$ cat src/hdl/spcr_pkg.sv
// Shared types and constants of the spectral peak cluster reducer.
`default_nettype none
package spcr_pkg;

  // Field widths
  localparam int PW = 15;            // pitch, Q7.8
  localparam int VW = 16;            // peak volume, Q0.16
  localparam int SW = 24;            // reduced volume and volume sum, Q8.16
  localparam int WW = 39;            // weighted sum
  localparam int MW = PW + VW;       // pitch times volume
  localparam int CFGW = 24;          // widest configuration register
  localparam int CNTW = 4;           // divider step counter

  // Queue between front and back
  localparam int QDEPTH = 2;
  localparam int QAW = 1;

  localparam logic [PW-1:0] PITCH_MAX = '1;

  // Configuration register indexes
  localparam logic [1:0] CFG_JOIN  = 2'd0;
  localparam logic [1:0] CFG_PMODE = 2'd1;
  localparam logic [1:0] CFG_VMODE = 2'd2;
  localparam logic [1:0] CFG_FLOOR = 2'd3;

  // Pitch modes; any other code selects the weighted mean
  localparam logic [1:0] PM_CENTRE  = 2'd0;
  localparam logic [1:0] PM_LOUDEST = 2'd1;
  localparam logic [1:0] PM_WMEAN   = 2'd2;

  // Volume modes
  localparam logic VM_MAX = 1'b0;
  localparam logic VM_SUM = 1'b1;

  typedef struct packed {
    logic [PW-1:0] pitch;
    logic [VW-1:0] volume;
    logic          last;
    logic [MW-1:0] prod;
  } peak_t;

  typedef struct packed {
    logic  valid;
    peak_t item;
  } qhead_t;

  typedef struct packed {
    logic [PW-1:0] join_distance;
    logic [1:0]    pitch_mode;
    logic          volume_mode;
    logic [SW-1:0] volume_floor;
  } cfg_t;

  typedef enum logic [1:0] {
    BK_IDLE,
    BK_REDUCE,
    BK_DIV,
    BK_EMIT
  } bk_state_t;

  typedef enum logic {
    PH_CLOSE,
    PH_FINAL
  } phase_t;

endpackage
`default_nettype wire

$ cat src/hdl/spectral_peak_cluster_reduce_top.sv
// Spectral peak cluster reducer: top level with configuration registers.
//
// Usage: peaks of one frame arrive in ascending pitch order on the in_ stream,
// one per transfer, in_tlast on the frame's final peak. Each closed cluster is
// reduced to one pitch and volume and sent on the out_ stream unless its volume
// is below the floor; the frame's final result carries out_tlast, and a
// dropped final cluster is replaced by a marker with out_tuser set.
// Configuration is written through cfg_we/cfg_addr/cfg_wdata while idle.
// Flow: a peak passes the input stage register and the queue. A peak
// that only joins a cluster is taken by the engine in its idle state. A
// reduction passes the REDUCE state, the one-bit-per-cycle divider in weighted
// mean mode, and the EMIT state, which waits while the receiver stalls; a peak
// that both closes a cluster and ends the frame is reduced twice, the closed
// cluster first and then the frame-end result.
// Reset (synchronous, rst_n low) restores the register defaults, empties the
// queue and closes any cluster. While the receiver stalls, the result register
// holds; the input stage and the two-entry queue keep taking peaks until full.
`default_nettype none
module spectral_peak_cluster_reduce_top
  import spcr_pkg::*;
(
  input  wire logic            clk,
  input  wire logic            rst_n,
  input  wire logic            in_tvalid,
  output logic                 in_tready,
  input  wire logic [31:0]     in_tdata,    // [14:0] in_pitch, [30:15] in_volume, [31] zero
  input  wire logic            in_tlast,
  output logic                 out_tvalid,
  input  wire logic            out_tready,
  output logic [39:0]          out_tdata,   // [14:0] out_pitch, [38:15] out_volume, [39] zero
  output logic                 out_tlast,
  output logic                 out_tuser,   // [0] out_empty
  input  wire logic            cfg_we,
  input  wire logic [1:0]      cfg_addr,
  input  wire logic [CFGW-1:0] cfg_wdata
);

  cfg_t   cfg_r;
  logic   push;
  peak_t  push_item;
  logic   q_ready;
  qhead_t q_head;
  logic   q_pop;

  // Write configuration registers
  always_ff @(posedge clk) begin
    if (!rst_n) begin
      cfg_r.join_distance <= PW'(102);
      cfg_r.pitch_mode    <= PM_WMEAN;
      cfg_r.volume_mode   <= VM_SUM;
      cfg_r.volume_floor  <= SW'(7);
    end else if (cfg_we) begin
      case (cfg_addr)
        CFG_JOIN:  cfg_r.join_distance <= cfg_wdata[PW-1:0];
        CFG_PMODE: cfg_r.pitch_mode    <= cfg_wdata[1:0];
        CFG_VMODE: cfg_r.volume_mode   <= cfg_wdata[0];
        CFG_FLOOR: cfg_r.volume_floor  <= cfg_wdata[SW-1:0];
        default: begin
        end
      endcase
    end
  end

  spcr_front u_front (
    .clk       (clk),
    .rst_n     (rst_n),
    .in_tvalid (in_tvalid),
    .in_tready (in_tready),
    .in_tdata  (in_tdata),
    .in_tlast  (in_tlast),
    .push      (push),
    .push_item (push_item),
    .q_ready   (q_ready)
  );

  spcr_queue u_queue (
    .clk       (clk),
    .rst_n     (rst_n),
    .push      (push),
    .push_item (push_item),
    .q_ready   (q_ready),
    .q_head    (q_head),
    .q_pop     (q_pop)
  );

  spcr_back u_back (
    .clk        (clk),
    .rst_n      (rst_n),
    .cfg        (cfg_r),
    .q_head     (q_head),
    .q_pop      (q_pop),
    .out_tvalid (out_tvalid),
    .out_tready (out_tready),
    .out_tdata  (out_tdata),
    .out_tlast  (out_tlast),
    .out_tuser  (out_tuser)
  );

endmodule
`default_nettype wire

$ cat src/hdl/spcr_front.sv
// Input stage: takes peak transfers and forms the pitch-volume product.
`default_nettype none
module spcr_front
  import spcr_pkg::*;
(
  input  wire logic        clk,
  input  wire logic        rst_n,
  input  wire logic        in_tvalid,
  output logic             in_tready,
  input  wire logic [31:0] in_tdata,
  input  wire logic        in_tlast,
  output logic             push,
  output peak_t            push_item,
  input  wire logic        q_ready
);

  logic  fr_valid_r;
  logic  fr_valid_nxt;
  peak_t fr_item_r;
  peak_t fr_item_nxt;
  logic  take;

  assign in_tready = !fr_valid_r || q_ready;
  assign take      = in_tvalid && in_tready;
  assign push      = fr_valid_r && q_ready;
  assign push_item = fr_item_r;

  // Unpack the transfer and multiply pitch by volume
  always_comb begin
    fr_item_nxt        = fr_item_r;
    fr_item_nxt.pitch  = in_tdata[PW-1:0];
    fr_item_nxt.volume = in_tdata[PW+VW-1:PW];
    fr_item_nxt.last   = in_tlast;
    fr_item_nxt.prod   = MW'(in_tdata[PW-1:0]) * MW'(in_tdata[PW+VW-1:PW]);
  end

  // Hold the stage until the queue takes it
  always_comb begin
    fr_valid_nxt = fr_valid_r;
    if (take) begin
      fr_valid_nxt = 1'b1;
    end else if (push) begin
      fr_valid_nxt = 1'b0;
    end
  end

  always_ff @(posedge clk) begin
    if (!rst_n) begin
      fr_valid_r <= 1'b0;
    end else begin
      fr_valid_r <= fr_valid_nxt;
    end
  end

  always_ff @(posedge clk) begin
    if (take) begin
      fr_item_r <= fr_item_nxt;
    end
  end

endmodule
`default_nettype wire

$ cat src/hdl/spcr_queue.sv
// Short queue of prepared peaks between the input stage and the cluster engine.
`default_nettype none
module spcr_queue
  import spcr_pkg::*;
(
  input  wire logic   clk,
  input  wire logic   rst_n,
  input  wire logic   push,
  input  wire peak_t  push_item,
  output logic        q_ready,
  output qhead_t      q_head,
  input  wire logic   q_pop
);

  peak_t          q_mem_r [QDEPTH];
  logic [QAW-1:0] wr_ptr_r;
  logic [QAW-1:0] rd_ptr_r;
  logic [QAW:0]   cnt_r;
  logic [QAW:0]   cnt_nxt;
  logic           do_pop;

  assign q_ready      = cnt_r != QDEPTH[QAW:0];
  assign q_head.valid = cnt_r != '0;
  assign q_head.item  = q_mem_r[rd_ptr_r];
  assign do_pop       = q_pop && q_head.valid;

  // Track the fill level
  always_comb begin
    cnt_nxt = cnt_r;
    if (push && !do_pop) begin
      cnt_nxt = cnt_r + 1'b1;
    end else if (do_pop && !push) begin
      cnt_nxt = cnt_r - 1'b1;
    end
  end

  always_ff @(posedge clk) begin
    if (!rst_n) begin
      wr_ptr_r <= '0;
      rd_ptr_r <= '0;
      cnt_r    <= '0;
    end else begin
      cnt_r <= cnt_nxt;
      if (push) begin
        wr_ptr_r <= wr_ptr_r + 1'b1;
      end
      if (do_pop) begin
        rd_ptr_r <= rd_ptr_r + 1'b1;
      end
    end
  end

  // Store entries
  always_ff @(posedge clk) begin
    if (push) begin
      q_mem_r[wr_ptr_r] <= push_item;
    end
  end

endmodule
`default_nettype wire

$ cat src/hdl/spcr_back.sv
// Cluster engine: joins peaks, reduces closed clusters and drives the result port.
`default_nettype none
module spcr_back
  import spcr_pkg::*;
(
  input  wire logic        clk,
  input  wire logic        rst_n,
  input  wire cfg_t        cfg,
  input  wire qhead_t      q_head,
  output logic             q_pop,
  output logic             out_tvalid,
  input  wire logic        out_tready,
  output logic [39:0]      out_tdata,   // [14:0] out_pitch, [38:15] out_volume, [39] zero
  output logic             out_tlast,
  output logic             out_tuser    // [0] out_empty
);

  bk_state_t state_r;
  bk_state_t state_nxt;
  phase_t    phase_r;

  // Open cluster
  logic          open_r;
  logic [PW-1:0] lo_r;
  logic [PW-1:0] hi_r;
  logic [VW-1:0] lv_r;
  logic [PW-1:0] lp_r;
  logic [SW-1:0] vsum_r;
  logic [WW-1:0] wsum_r;

  // Held peak, reduction result and divider
  peak_t           item_r;
  logic [PW-1:0]   res_pitch_r;
  logic [SW-1:0]   res_vol_r;
  logic            res_pass_r;
  logic [SW-1:0]   rem_r;
  logic [PW-1:0]   dq_r;
  logic [CNTW-1:0] cnt_r;

  // Result register
  logic          out_valid_r;
  logic [PW-1:0] out_pitch_r;
  logic [SW-1:0] out_vol_r;
  logic          out_last_r;
  logic          out_empty_r;

  // Control
  logic cu_en;
  logic cu_start_held;
  logic div_init;
  logic div_step;
  logic ld_res;
  logic ld_out;
  logic clr_open;
  logic out_free;
  logic set_phase;
  phase_t phase_nxt;

  // Datapath terms
  peak_t         h;
  peak_t         cu_item;
  logic          cu_start;
  logic [PW-1:0] lo_m;
  logic [PW-1:0] hi_m;
  logic [PW-1:0] span;
  logic          close;
  logic          weighted;
  logic          vsum_zero;
  logic          div_ovf;
  logic          div_go;
  logic [PW:0]   ctr_sum;
  logic [PW-1:0] red_pitch;
  logic [SW-1:0] red_vol;
  logic [SW:0]   trial;
  logic [SW:0]   diff;
  logic          ge;
  logic [SW-1:0] rem_nxt;
  logic [PW-1:0] dq_nxt;
  logic [SW:0]   vadd;
  logic [WW:0]   wadd;

  assign h        = q_head.item;
  assign out_free = !out_valid_r || out_tready;

  // Classify the head peak against the open cluster
  always_comb begin
    lo_m  = (h.pitch < lo_r) ? h.pitch : lo_r;
    hi_m  = (h.pitch > hi_r) ? h.pitch : hi_r;
    span  = hi_m - lo_m;
    close = open_r && (span > cfg.join_distance);
  end

  // Reduce the open cluster
  always_comb begin
    vsum_zero = vsum_r == '0;
    div_ovf   = wsum_r[WW-1:PW] >= vsum_r;
    ctr_sum   = {1'b0, lo_r} + {1'b0, hi_r};
    red_vol   = (cfg.volume_mode == VM_SUM) ? vsum_r : {{(SW-VW){1'b0}}, lv_r};
    weighted  = 1'b0;
    case (cfg.pitch_mode)
      PM_CENTRE: begin
        red_pitch = ctr_sum[PW:1];
      end
      PM_LOUDEST: begin
        red_pitch = lp_r;
      end
      PM_WMEAN: begin
        weighted  = 1'b1;
        red_pitch = vsum_zero ? lo_r : PITCH_MAX;
      end
      default: begin
        weighted  = 1'b1;
        red_pitch = vsum_zero ? lo_r : PITCH_MAX;
      end
    endcase
    div_go = weighted && !vsum_zero && !div_ovf;
  end

  // One restoring division step
  always_comb begin
    trial   = {rem_r, dq_r[PW-1]};
    diff    = trial - {1'b0, vsum_r};
    ge      = trial >= {1'b0, vsum_r};
    rem_nxt = ge ? diff[SW-1:0] : trial[SW-1:0];
    dq_nxt  = {dq_r[PW-2:0], ge};
  end

  // Cluster update source
  always_comb begin
    cu_item  = cu_start_held ? item_r : h;
    cu_start = cu_start_held || !open_r;
    vadd     = {1'b0, vsum_r} + {{(SW-VW+1){1'b0}}, cu_item.volume};
    wadd     = {1'b0, wsum_r} + {{(WW-MW+1){1'b0}}, cu_item.prod};
  end

  // Next state
  always_comb begin
    state_nxt = state_r;
    case (state_r)
      BK_IDLE: begin
        if (q_head.valid && (close || h.last)) begin
          state_nxt = BK_REDUCE;
        end
      end
      BK_REDUCE: begin
        state_nxt = div_go ? BK_DIV : BK_EMIT;
      end
      BK_DIV: begin
        if (cnt_r == '0) begin
          state_nxt = BK_EMIT;
        end
      end
      BK_EMIT: begin
        if (out_free) begin
          state_nxt = (phase_r == PH_CLOSE && item_r.last) ? BK_REDUCE : BK_IDLE;
        end
      end
      default: begin
        state_nxt = BK_IDLE;
      end
    endcase
  end

  // Control outputs
  always_comb begin
    q_pop         = 1'b0;
    cu_en         = 1'b0;
    cu_start_held = 1'b0;
    div_init      = 1'b0;
    div_step      = 1'b0;
    ld_res        = 1'b0;
    ld_out        = 1'b0;
    clr_open      = 1'b0;
    set_phase     = 1'b0;
    phase_nxt     = PH_CLOSE;
    case (state_r)
      BK_IDLE: begin
        if (q_head.valid) begin
          q_pop     = 1'b1;
          cu_en     = !close;
          set_phase = 1'b1;
          phase_nxt = close ? PH_CLOSE : PH_FINAL;
        end
      end
      BK_REDUCE: begin
        ld_res   = 1'b1;
        div_init = div_go;
      end
      BK_DIV: begin
        div_step = 1'b1;
      end
      BK_EMIT: begin
        if (out_free) begin
          ld_out = res_pass_r || (phase_r == PH_FINAL);
          if (phase_r == PH_CLOSE) begin
            cu_en         = 1'b1;
            cu_start_held = 1'b1;
            set_phase     = item_r.last;
            phase_nxt     = PH_FINAL;
          end else begin
            clr_open = 1'b1;
          end
        end
      end
      default: begin
      end
    endcase
  end

  // Control registers
  always_ff @(posedge clk) begin
    if (!rst_n) begin
      state_r     <= BK_IDLE;
      phase_r     <= PH_CLOSE;
      open_r      <= 1'b0;
      out_valid_r <= 1'b0;
    end else begin
      state_r <= state_nxt;
      if (set_phase) begin
        phase_r <= phase_nxt;
      end
      if (clr_open) begin
        open_r <= 1'b0;
      end else if (cu_en) begin
        open_r <= 1'b1;
      end
      if (ld_out) begin
        out_valid_r <= 1'b1;
      end else if (out_tready) begin
        out_valid_r <= 1'b0;
      end
    end
  end

  // Open or extend the cluster
  always_ff @(posedge clk) begin
    if (cu_en) begin
      if (cu_start) begin
        lo_r   <= cu_item.pitch;
        hi_r   <= cu_item.pitch;
        lp_r   <= cu_item.pitch;
        lv_r   <= cu_item.volume;
        vsum_r <= {{(SW-VW){1'b0}}, cu_item.volume};
        wsum_r <= {{(WW-MW){1'b0}}, cu_item.prod};
      end else begin
        lo_r <= lo_m;
        hi_r <= hi_m;
        if (cu_item.volume > lv_r) begin
          lv_r <= cu_item.volume;
          lp_r <= cu_item.pitch;
        end
        vsum_r <= vadd[SW] ? '1 : vadd[SW-1:0];
        wsum_r <= wadd[WW] ? '1 : wadd[WW-1:0];
      end
    end
  end

  // Hold the popped peak, reduce and divide
  always_ff @(posedge clk) begin
    if (q_pop) begin
      item_r <= h;
    end
    if (ld_res) begin
      res_pitch_r <= red_pitch;
      res_vol_r   <= red_vol;
      res_pass_r  <= red_vol >= cfg.volume_floor;
    end
    if (div_init) begin
      rem_r <= wsum_r[WW-1:PW];
      dq_r  <= wsum_r[PW-1:0];
      cnt_r <= CNTW'(PW - 1);
    end else if (div_step) begin
      rem_r <= rem_nxt;
      dq_r  <= dq_nxt;
      cnt_r <= cnt_r - 1'b1;
      if (cnt_r == '0) begin
        res_pitch_r <= dq_nxt;
      end
    end
  end

  // Load the result register; a dropped final cluster becomes a marker
  always_ff @(posedge clk) begin
    if (ld_out) begin
      out_last_r  <= phase_r == PH_FINAL;
      out_empty_r <= !res_pass_r;
      out_pitch_r <= res_pass_r ? res_pitch_r : '0;
      out_vol_r   <= res_pass_r ? res_vol_r : '0;
    end
  end

  assign out_tvalid = out_valid_r;
  assign out_tdata  = {1'b0, out_vol_r, out_pitch_r};
  assign out_tlast  = out_last_r;
  assign out_tuser  = out_empty_r;

  // The remainder stays below the divisor throughout the division
  a_rem_bound: assert property (@(posedge clk) disable iff (!rst_n)
    state_r == BK_DIV |-> rem_r < vsum_r)
    else $error("divider remainder not below volume sum");

  // A marker carries the frame end and no cluster data
  a_marker: assert property (@(posedge clk) disable iff (!rst_n)
    out_valid_r && out_empty_r |-> out_last_r && out_pitch_r == '0 && out_vol_r == '0)
    else $error("marker result malformed");

  // The frame-end result closes the cluster
  a_final_close: assert property (@(posedge clk) disable iff (!rst_n)
    state_r == BK_EMIT && out_free && phase_r == PH_FINAL |=> !open_r)
    else $error("cluster left open after frame end");

  // No new peak is taken while a reduction is in flight
  a_no_pop: assert property (@(posedge clk) disable iff (!rst_n)
    state_r != BK_IDLE |-> !q_pop)
    else $error("queue popped during reduction");

endmodule
`default_nettype wire
$ cat config.mk
export PLATFORM = sky130hd
export DESIGN_NAME = spectral_peak_cluster_reduce_top
export DESIGN_NICKNAME = d
export VERILOG_FILES = /design/src/hdl/spcr_pkg.sv /design/src/hdl/spectral_peak_cluster_reduce_top.sv /design/src/hdl/spcr_front.sv /design/src/hdl/spcr_queue.sv /design/src/hdl/spcr_back.sv
export SDC_FILE = /design/constraint.sdc
export NUM_CORES = 2
export LEC_CHECK = 0
export ABC_CLOCK_PERIOD_IN_PS = 12310
export BUFFER_PORTS_ARGS = -buffer_cell sky130_fd_sc_hd__buf_2
export CAP_MARGIN = 25
export CELL_PAD_IN_SITES_DETAIL_PLACEMENT = 0
export CELL_PAD_IN_SITES_GLOBAL_PLACEMENT = 2
export CORE_MARGIN = 2
export CORE_UTILIZATION = 39
export DETAILED_ROUTE_END_ITERATION = 12
export GPL_ROUTABILITY_DRIVEN = 0
export HOLD_SLACK_MARGIN = 0.12
export PLACE_DENSITY_LB_ADDON = 0.1
export SYNTH_ARGS = -nofsm -noshare
export SYNTH_HDL_FRONTEND = slang
export SYNTH_HIERARCHICAL = 1
export SYNTH_SLANG_ARGS = --single-unit
$ cat constraint.sdc
create_clock -name clk -period 12.31 [get_ports clk]
set_input_delay 0.6155 -clock clk [delete_from_list [all_inputs] [get_ports clk]]
set_output_delay 0.6155 -clock clk [all_outputs]
set_load 0.03 [all_outputs]
# Yosys cells after proc, flatten, opt, wreduce, memory -nomap -nowiden
# Memories as Yosys holds them, arrays and structs flattened. A register that Yosys moved wholly into a read port is not among the register bits.
# Index checks and enable logic that the tools add are counted.
[totals] reg_bits=426 latchBits=0 ram_bits=126 rom_bits=0 output_inout_bits=44 elab_cells=176 mem_count=1
[memory_table] name="u_queue.q_mem_r" depth=2 word_bits=63 read_ports=1 rd_ports_with_merged_regs=1 wr=1 line="spcr_queue.sv:15" rtl="peak_t q_mem_r [QDEPTH];"
[op_classes] n_addsub=10 mul=1 n_div=0 order_cmp=7 eq_ne=11 shifts=0 n_mux=63 bitwise=2 reduce_logical=43
[ops] operator="$mux W15" n=13
[ops] operator="$mux W24" n=5
[ops] operator="$mux W63" n=1
[ops] operator="$ge A24 B24 Y1" n=2
[ops] operator="$mux W16" n=3
[ops] operator="$add A39 B31 Y40" n=1
[ops] operator="$mux W39" n=1
[ops] operator="$mul A15 B16 Y31" n=1
[ops] operator="$mux W31" n=1
[ops] operator="$gt A15 B15 Y1" n=2
[ops] operator="$pmux W15 S2" n=1
[ops] operator="$mux W1" n=29
[ops] operator="$add A24 B16 Y25" n=1
[ops] operator="$ge A25 B24 Y1" n=1
[ops] operator="$logic_not A24 Y1" n=1
[ops] operator="$sub A24 B24 Y24" n=1
[ops] operator="$add A15 B15 Y16" n=1
[ops] operator="$gt A16 B16 Y1" n=1
[ops] operator="$lt A15 B15 Y1" n=1
[ops] operator="$sub A15 B15 Y15" n=1
[ops] operator="$reduce_bool A2 Y1" n=6
[ops] operator="$logic_and A1 B1 Y1" n=10
[ops] operator="$mux W2" n=5
[ops] operator="$reduce_and A2 Y1" n=5
[ops] operator="17 further kinds" n=43

# Logic depth before layout (Yosys ltp)
[logic_depth] ltp_word=9 depth_mapped=33

# Modules after synthesis
# Netlist, hierarchy kept.
[by_module_without_submodules] module="spcr_back" n_inst=1 cells_each=2064 area_each_um2=20878.8 seq_area_each_um2=9248.9
[by_module_without_submodules] module="spcr_front" n_inst=1 cells_each=1000 area_each_um2=10019.6 seq_area_each_um2=1911.8
[by_module_without_submodules] module="spcr_queue" n_inst=1 cells_each=218 area_each_um2=4785.8 seq_area_each_um2=3883.7
[by_module_without_submodules] module="spectral_peak_cluster_reduce_top" n_inst=1 cells_each=170 area_each_um2=1691.6 seq_area_each_um2=840.8

# Worst setup path after synthesis
# No wires, ideal clock.
[synth_timing] kind="register to register" from="register with a tool-made name" to="register u_back.lp_r[0] (enable)" arrival_time_ps=12074 t_required_ps=11872 path_slack_ps=-202 stages_incl_launch_ff=31 path_cell_list="dfxtp_1 -> buf_2 -> buf_6 -> mux2_1 -> ha_1 -> a21o_1 -> a21o_1 -> a21oi_1 -> o21ai_0 -> a21oi_1 -> clkbuf_1 -> mux2_2 -> ha_1 -> fa_1 -> nor2b_1 -> o21ai_0 -> nand2b_1 -> a21o_1 -> a31o_2 -> a41oi_1 -> a221o_1 -> o21ai_1 -> xor2_1 -> ha_1 -> nand4_1 -> o41ai_1 -> a31oi_1 -> o22ai_1 -> nor2b_1 -> o21ai_0 -> a31oi_1"
[synth_rtl] element="end signal, assigned" line="spcr_back.sv:241" rtl="lp_r <= cu_item.pitch;"
[synth_rtl] element="end signal, assigned" line="spcr_back.sv:250" rtl="lp_r <= cu_item.pitch;"
[synth_rtl] element="end, declared" line="spcr_back.sv:27" rtl="logic [PW-1:0] lp_r;"

==> results.sh <==
export IMPL_cp_slowest_cell="nor2b_4"
export IMPL_outcome="finished, final reports clean"
export IMPL_avgViaCountPerCell=5.22
export IMPL_rows=113
export IMPL_start_util_pct=39.3
export IMPL_wl_met3_um=3670
export IMPL_vias=25200
export IMPL_grtUsageTotal_pct=19.8
export IMPL_placed_area_um2=39200
export IMPL_setup_viol=0
export IMPL_syn2layout_area_growth_pct=10.3
export IMPL_drc=0
export IMPL_dieArea_um2=98300
export IMPL_criticalPathCategory="reg2reg"
export IMPL_insertion_delay_ns=0.63
export IMPL_cp_start_kind="flop"
export IMPL_finalHoldViolations=0
export IMPL_synth_edf_count=481
export IMPL_drtIter0Drc=1619
export IMPL_synth_area_leader_cell="edfxtp_1"
export IMPL_firstDrtPassIters=5
export IMPL_hold_start="in_tlast"
export IMPL_ys_seq_elements=553
export IMPL_clkTransAtPathRegs_ns=0.06
export IMPL_max_cap_violations=0
export IMPL_stdcell_area_um2=41200
export IMPL_syn_avg_cell_area_um2=10.8
export IMPL_final_antenna_net_count=0
export IMPL_layout_nets=4075
export IMPL_grt_pass1_wl_um=152000
export IMPL_hpwlAfterDp_um=73500
export IMPL_ff2ff_setup_slack_ns=3.28
export IMPL_syn_cell_area_um2=37400
export IMPL_min_to="u_front/push_item[31]"
export IMPL_synth_main_ff_cell="edfxtp_1"
export IMPL_hold_path_class="in2reg"
export IMPL_synth_distinct_cells=88
export IMPL_worst_ep_arrival_time_ns=9.28
export IMPL_maxSlewHeadroom_pct=30.4
export IMPL_core_area_um2=95000
export IMPL_synth_most_common_cell="edfxtp_1"
export IMPL_grt_max_degree=79
export IMPL_postCtsSetupBuffers=0
export IMPL_tightest_slew_ns=1.04
export IMPL_path_common_cell="o21ai_0"
export IMPL_post_cts_resized=0
export IMPL_grt_pass1_vias=26000
export IMPL_critPathMaxFanout=63
export IMPL_synthCells=3452
export IMPL_whs_path_depth=1
export IMPL_synth_top_area_share_pct=38.6
export IMPL_reg2reg_depth=30
export IMPL_finalCritPeriodShare_pct=73.3
export IMPL_wl_per_cell_um=20.2
export IMPL_die_y_um=314
export IMPL_syn_num_nets=4010
export IMPL_maxUsedRoutingLayer="met4"
export IMPL_crit_path_end_kind="flop"
export IMPL_cts_sinks=553
export IMPL_fmax_ghz=0.111
export IMPL_ys_top_cells_by_count="481 x edfxtp_1, 367 x inv_1, 309 x ha_1"
export IMPL_cts_buffers=60
export IMPL_cts_root_buffer="clkbuf_16"
export IMPL_period_minus_slack_ns=9.03
export IMPL_io_pins=108
export IMPL_htree_levels=2
export IMPL_rsz0062_at_grt="no"
export IMPL_overflow=0
export IMPL_yosys_top_cells_area="edfxtp_1 39%, ha_1 10%, fa_1 9.9%, dfxtp_1 3.9%, inv_1 3.7%"
export IMPL_wl_met1_um=45400
export IMPL_cts_buffer_depth=3
export IMPL_fin_worst_skew_ns=0.0216
export IMPL_cp_required_ns=12.57
export IMPL_ys_warn_count=6
export IMPL_drive_gt1_share_pct=9.92
export IMPL_wl_um=97400
export IMPL_async_flop_share_pct=0
export IMPL_critPathMaxStageDelay_ns=0.73
export IMPL_reg2reg_to="u_back/lp_r[4]"
export IMPL_io_buffers=105
export IMPL_ys_seq_area_share_pct=42.5
export IMPL_drv_slew=0
export IMPL_holdBufCountCts=0
export IMPL_dr_wl_met2_um=46300
export IMPL_antenna_found_initial=1
export IMPL_cts_tree="built"
export IMPL_dieWidth_um=314
export IMPL_finalSetupTns_ns=0
how the worst max path moves through the flow:
stage / slack [ns] / from / endpoint
global route: 2.47 / flop / u_back/lp_r[4]
finish: 3.28 / flop / u_back/lp_r[4]
floorplan: 1.73 / flop / u_back/lp_r[0]
CTS: 3.23 / flop / u_back/lp_r[4]
detailed placement: 3.24 / flop / u_back/lp_r[4]
global placement: 3.27 / flop / u_back/lp_r[4]
per-layer routing:
layer  track usage (%)  vias up
li1                  -    12200
met1              27.1    12400
met2              33.7      492
met3              2.12      104
met4              4.72        0
met5                 0        -
final cells by class:
type | instances | area [um2]
repair buffers | 134 | 752
diodes | 1 | 2.50
clock inverters | 33 | 404
fillers | 9114 | 53800
flip-flops and latches | 553 | 15900
multi-input cells | 2401 | 19600
inverters | 367 | 1380
well taps | 1265 | 1580
clock buffers | 81 | 1650
flip-flops by register name (all words and copies together), names as in the netlist, 4 cells and up, named ones only:
signal / flops
u_back/vsum_r: 24
u_queue/q_mem_r: 126
u_back/out_pitch_r: 15
u_front/push_item: 63
u_back/dq_r: 15
u_back/res_pitch_r: 15
u_back/cnt_r: 4
u_back/item_r: 63
u_back/lv_r: 16
u_back/rem_r: 24
u_back/lp_r: 15
u_back/res_vol_r: 24
u_back/wsum_r: 39
u_back/out_vol_r: 24
u_back/hi_r: 15
cfg_r: 42
u_back/lo_r: 15
stage by stage:
| stage | hold slack [ns] | std cells | util [%] | setup slack, ns |
|---|---|---|---|---|
| 6_report | 0.179 | 4835 | 43.4 | 3.28 |
| 5_1_grt | 0.141 | 4834 | 43.4 | 2.47 |
| 4_1_cts | 0.133 | 4834 | 43.4 | 3.23 |
| 3_5_place_dp | 0.429 | 4720 | 41.2 | 3.24 |
| 3_3_place_gp | 0.422 | 4718 | 41.2 | 3.27 |
| 2_1_floorplan | 0.421 | 3452 | - | 1.73 |
critical path, delay by kind of cell, from the launching register on:
family,cells,cell delay (ns)
buffers and inverters,3,1.43
and+or+nand+nor,4,1.12
xor gates and xnor gates,1,0.10
DFF,1,0.31
AOI/OAI and AO/OA,16,3.34
muxes,2,0.96
adders and majority gates,4,1.33
cell usage in the layout, fill, tap and decap left out, types with 28 or more instances in the layout:
cell and count:
a211oi_1 37, a21o_1 56, a21oi_1 200, a31oi_1 67
and2_1 206, buf_2 105, clkbuf_16 61, dfxtp_1 71
edfxtp_1 481, fa_1 185, ha_1 308, inv_1 366
mux2_1 63, mux2_2 76, mux2i_1 58, nand2_1 287
nand2b_1 33, nand3_1 37, nor2_1 196, nor2b_1 45
nor3_1 28, o21ai_0 110, o21ai_1 35, xnor2_1 67
xor2_1 52
cells by family (layout without fill, tap and decap cells):
| logic type | after synthesis | after routing | synth area share (%) |
|---|---|---|---|
| AND/OR/NAND/NOR | 950 | 950 | 12.7 |
| AO/OA/AOI/OAI | 639 | 639 | 10.7 |
| flip-flops | 553 | 553 | 42.5 |
| buffers and inverters | 498 | 615 | 5.35 |
| adder cells (fa/ha/maj) | 494 | 494 | 20.3 |
| multiplexers | 198 | 198 | 5.78 |
| XOR/XNOR | 119 | 119 | 2.79 |
| other | 1 | 2 | 0.0100 |
Power is left out: the tool's default activity adds up to more than one toggle a clock period on the data nets, which glitch-free logic cannot reach.
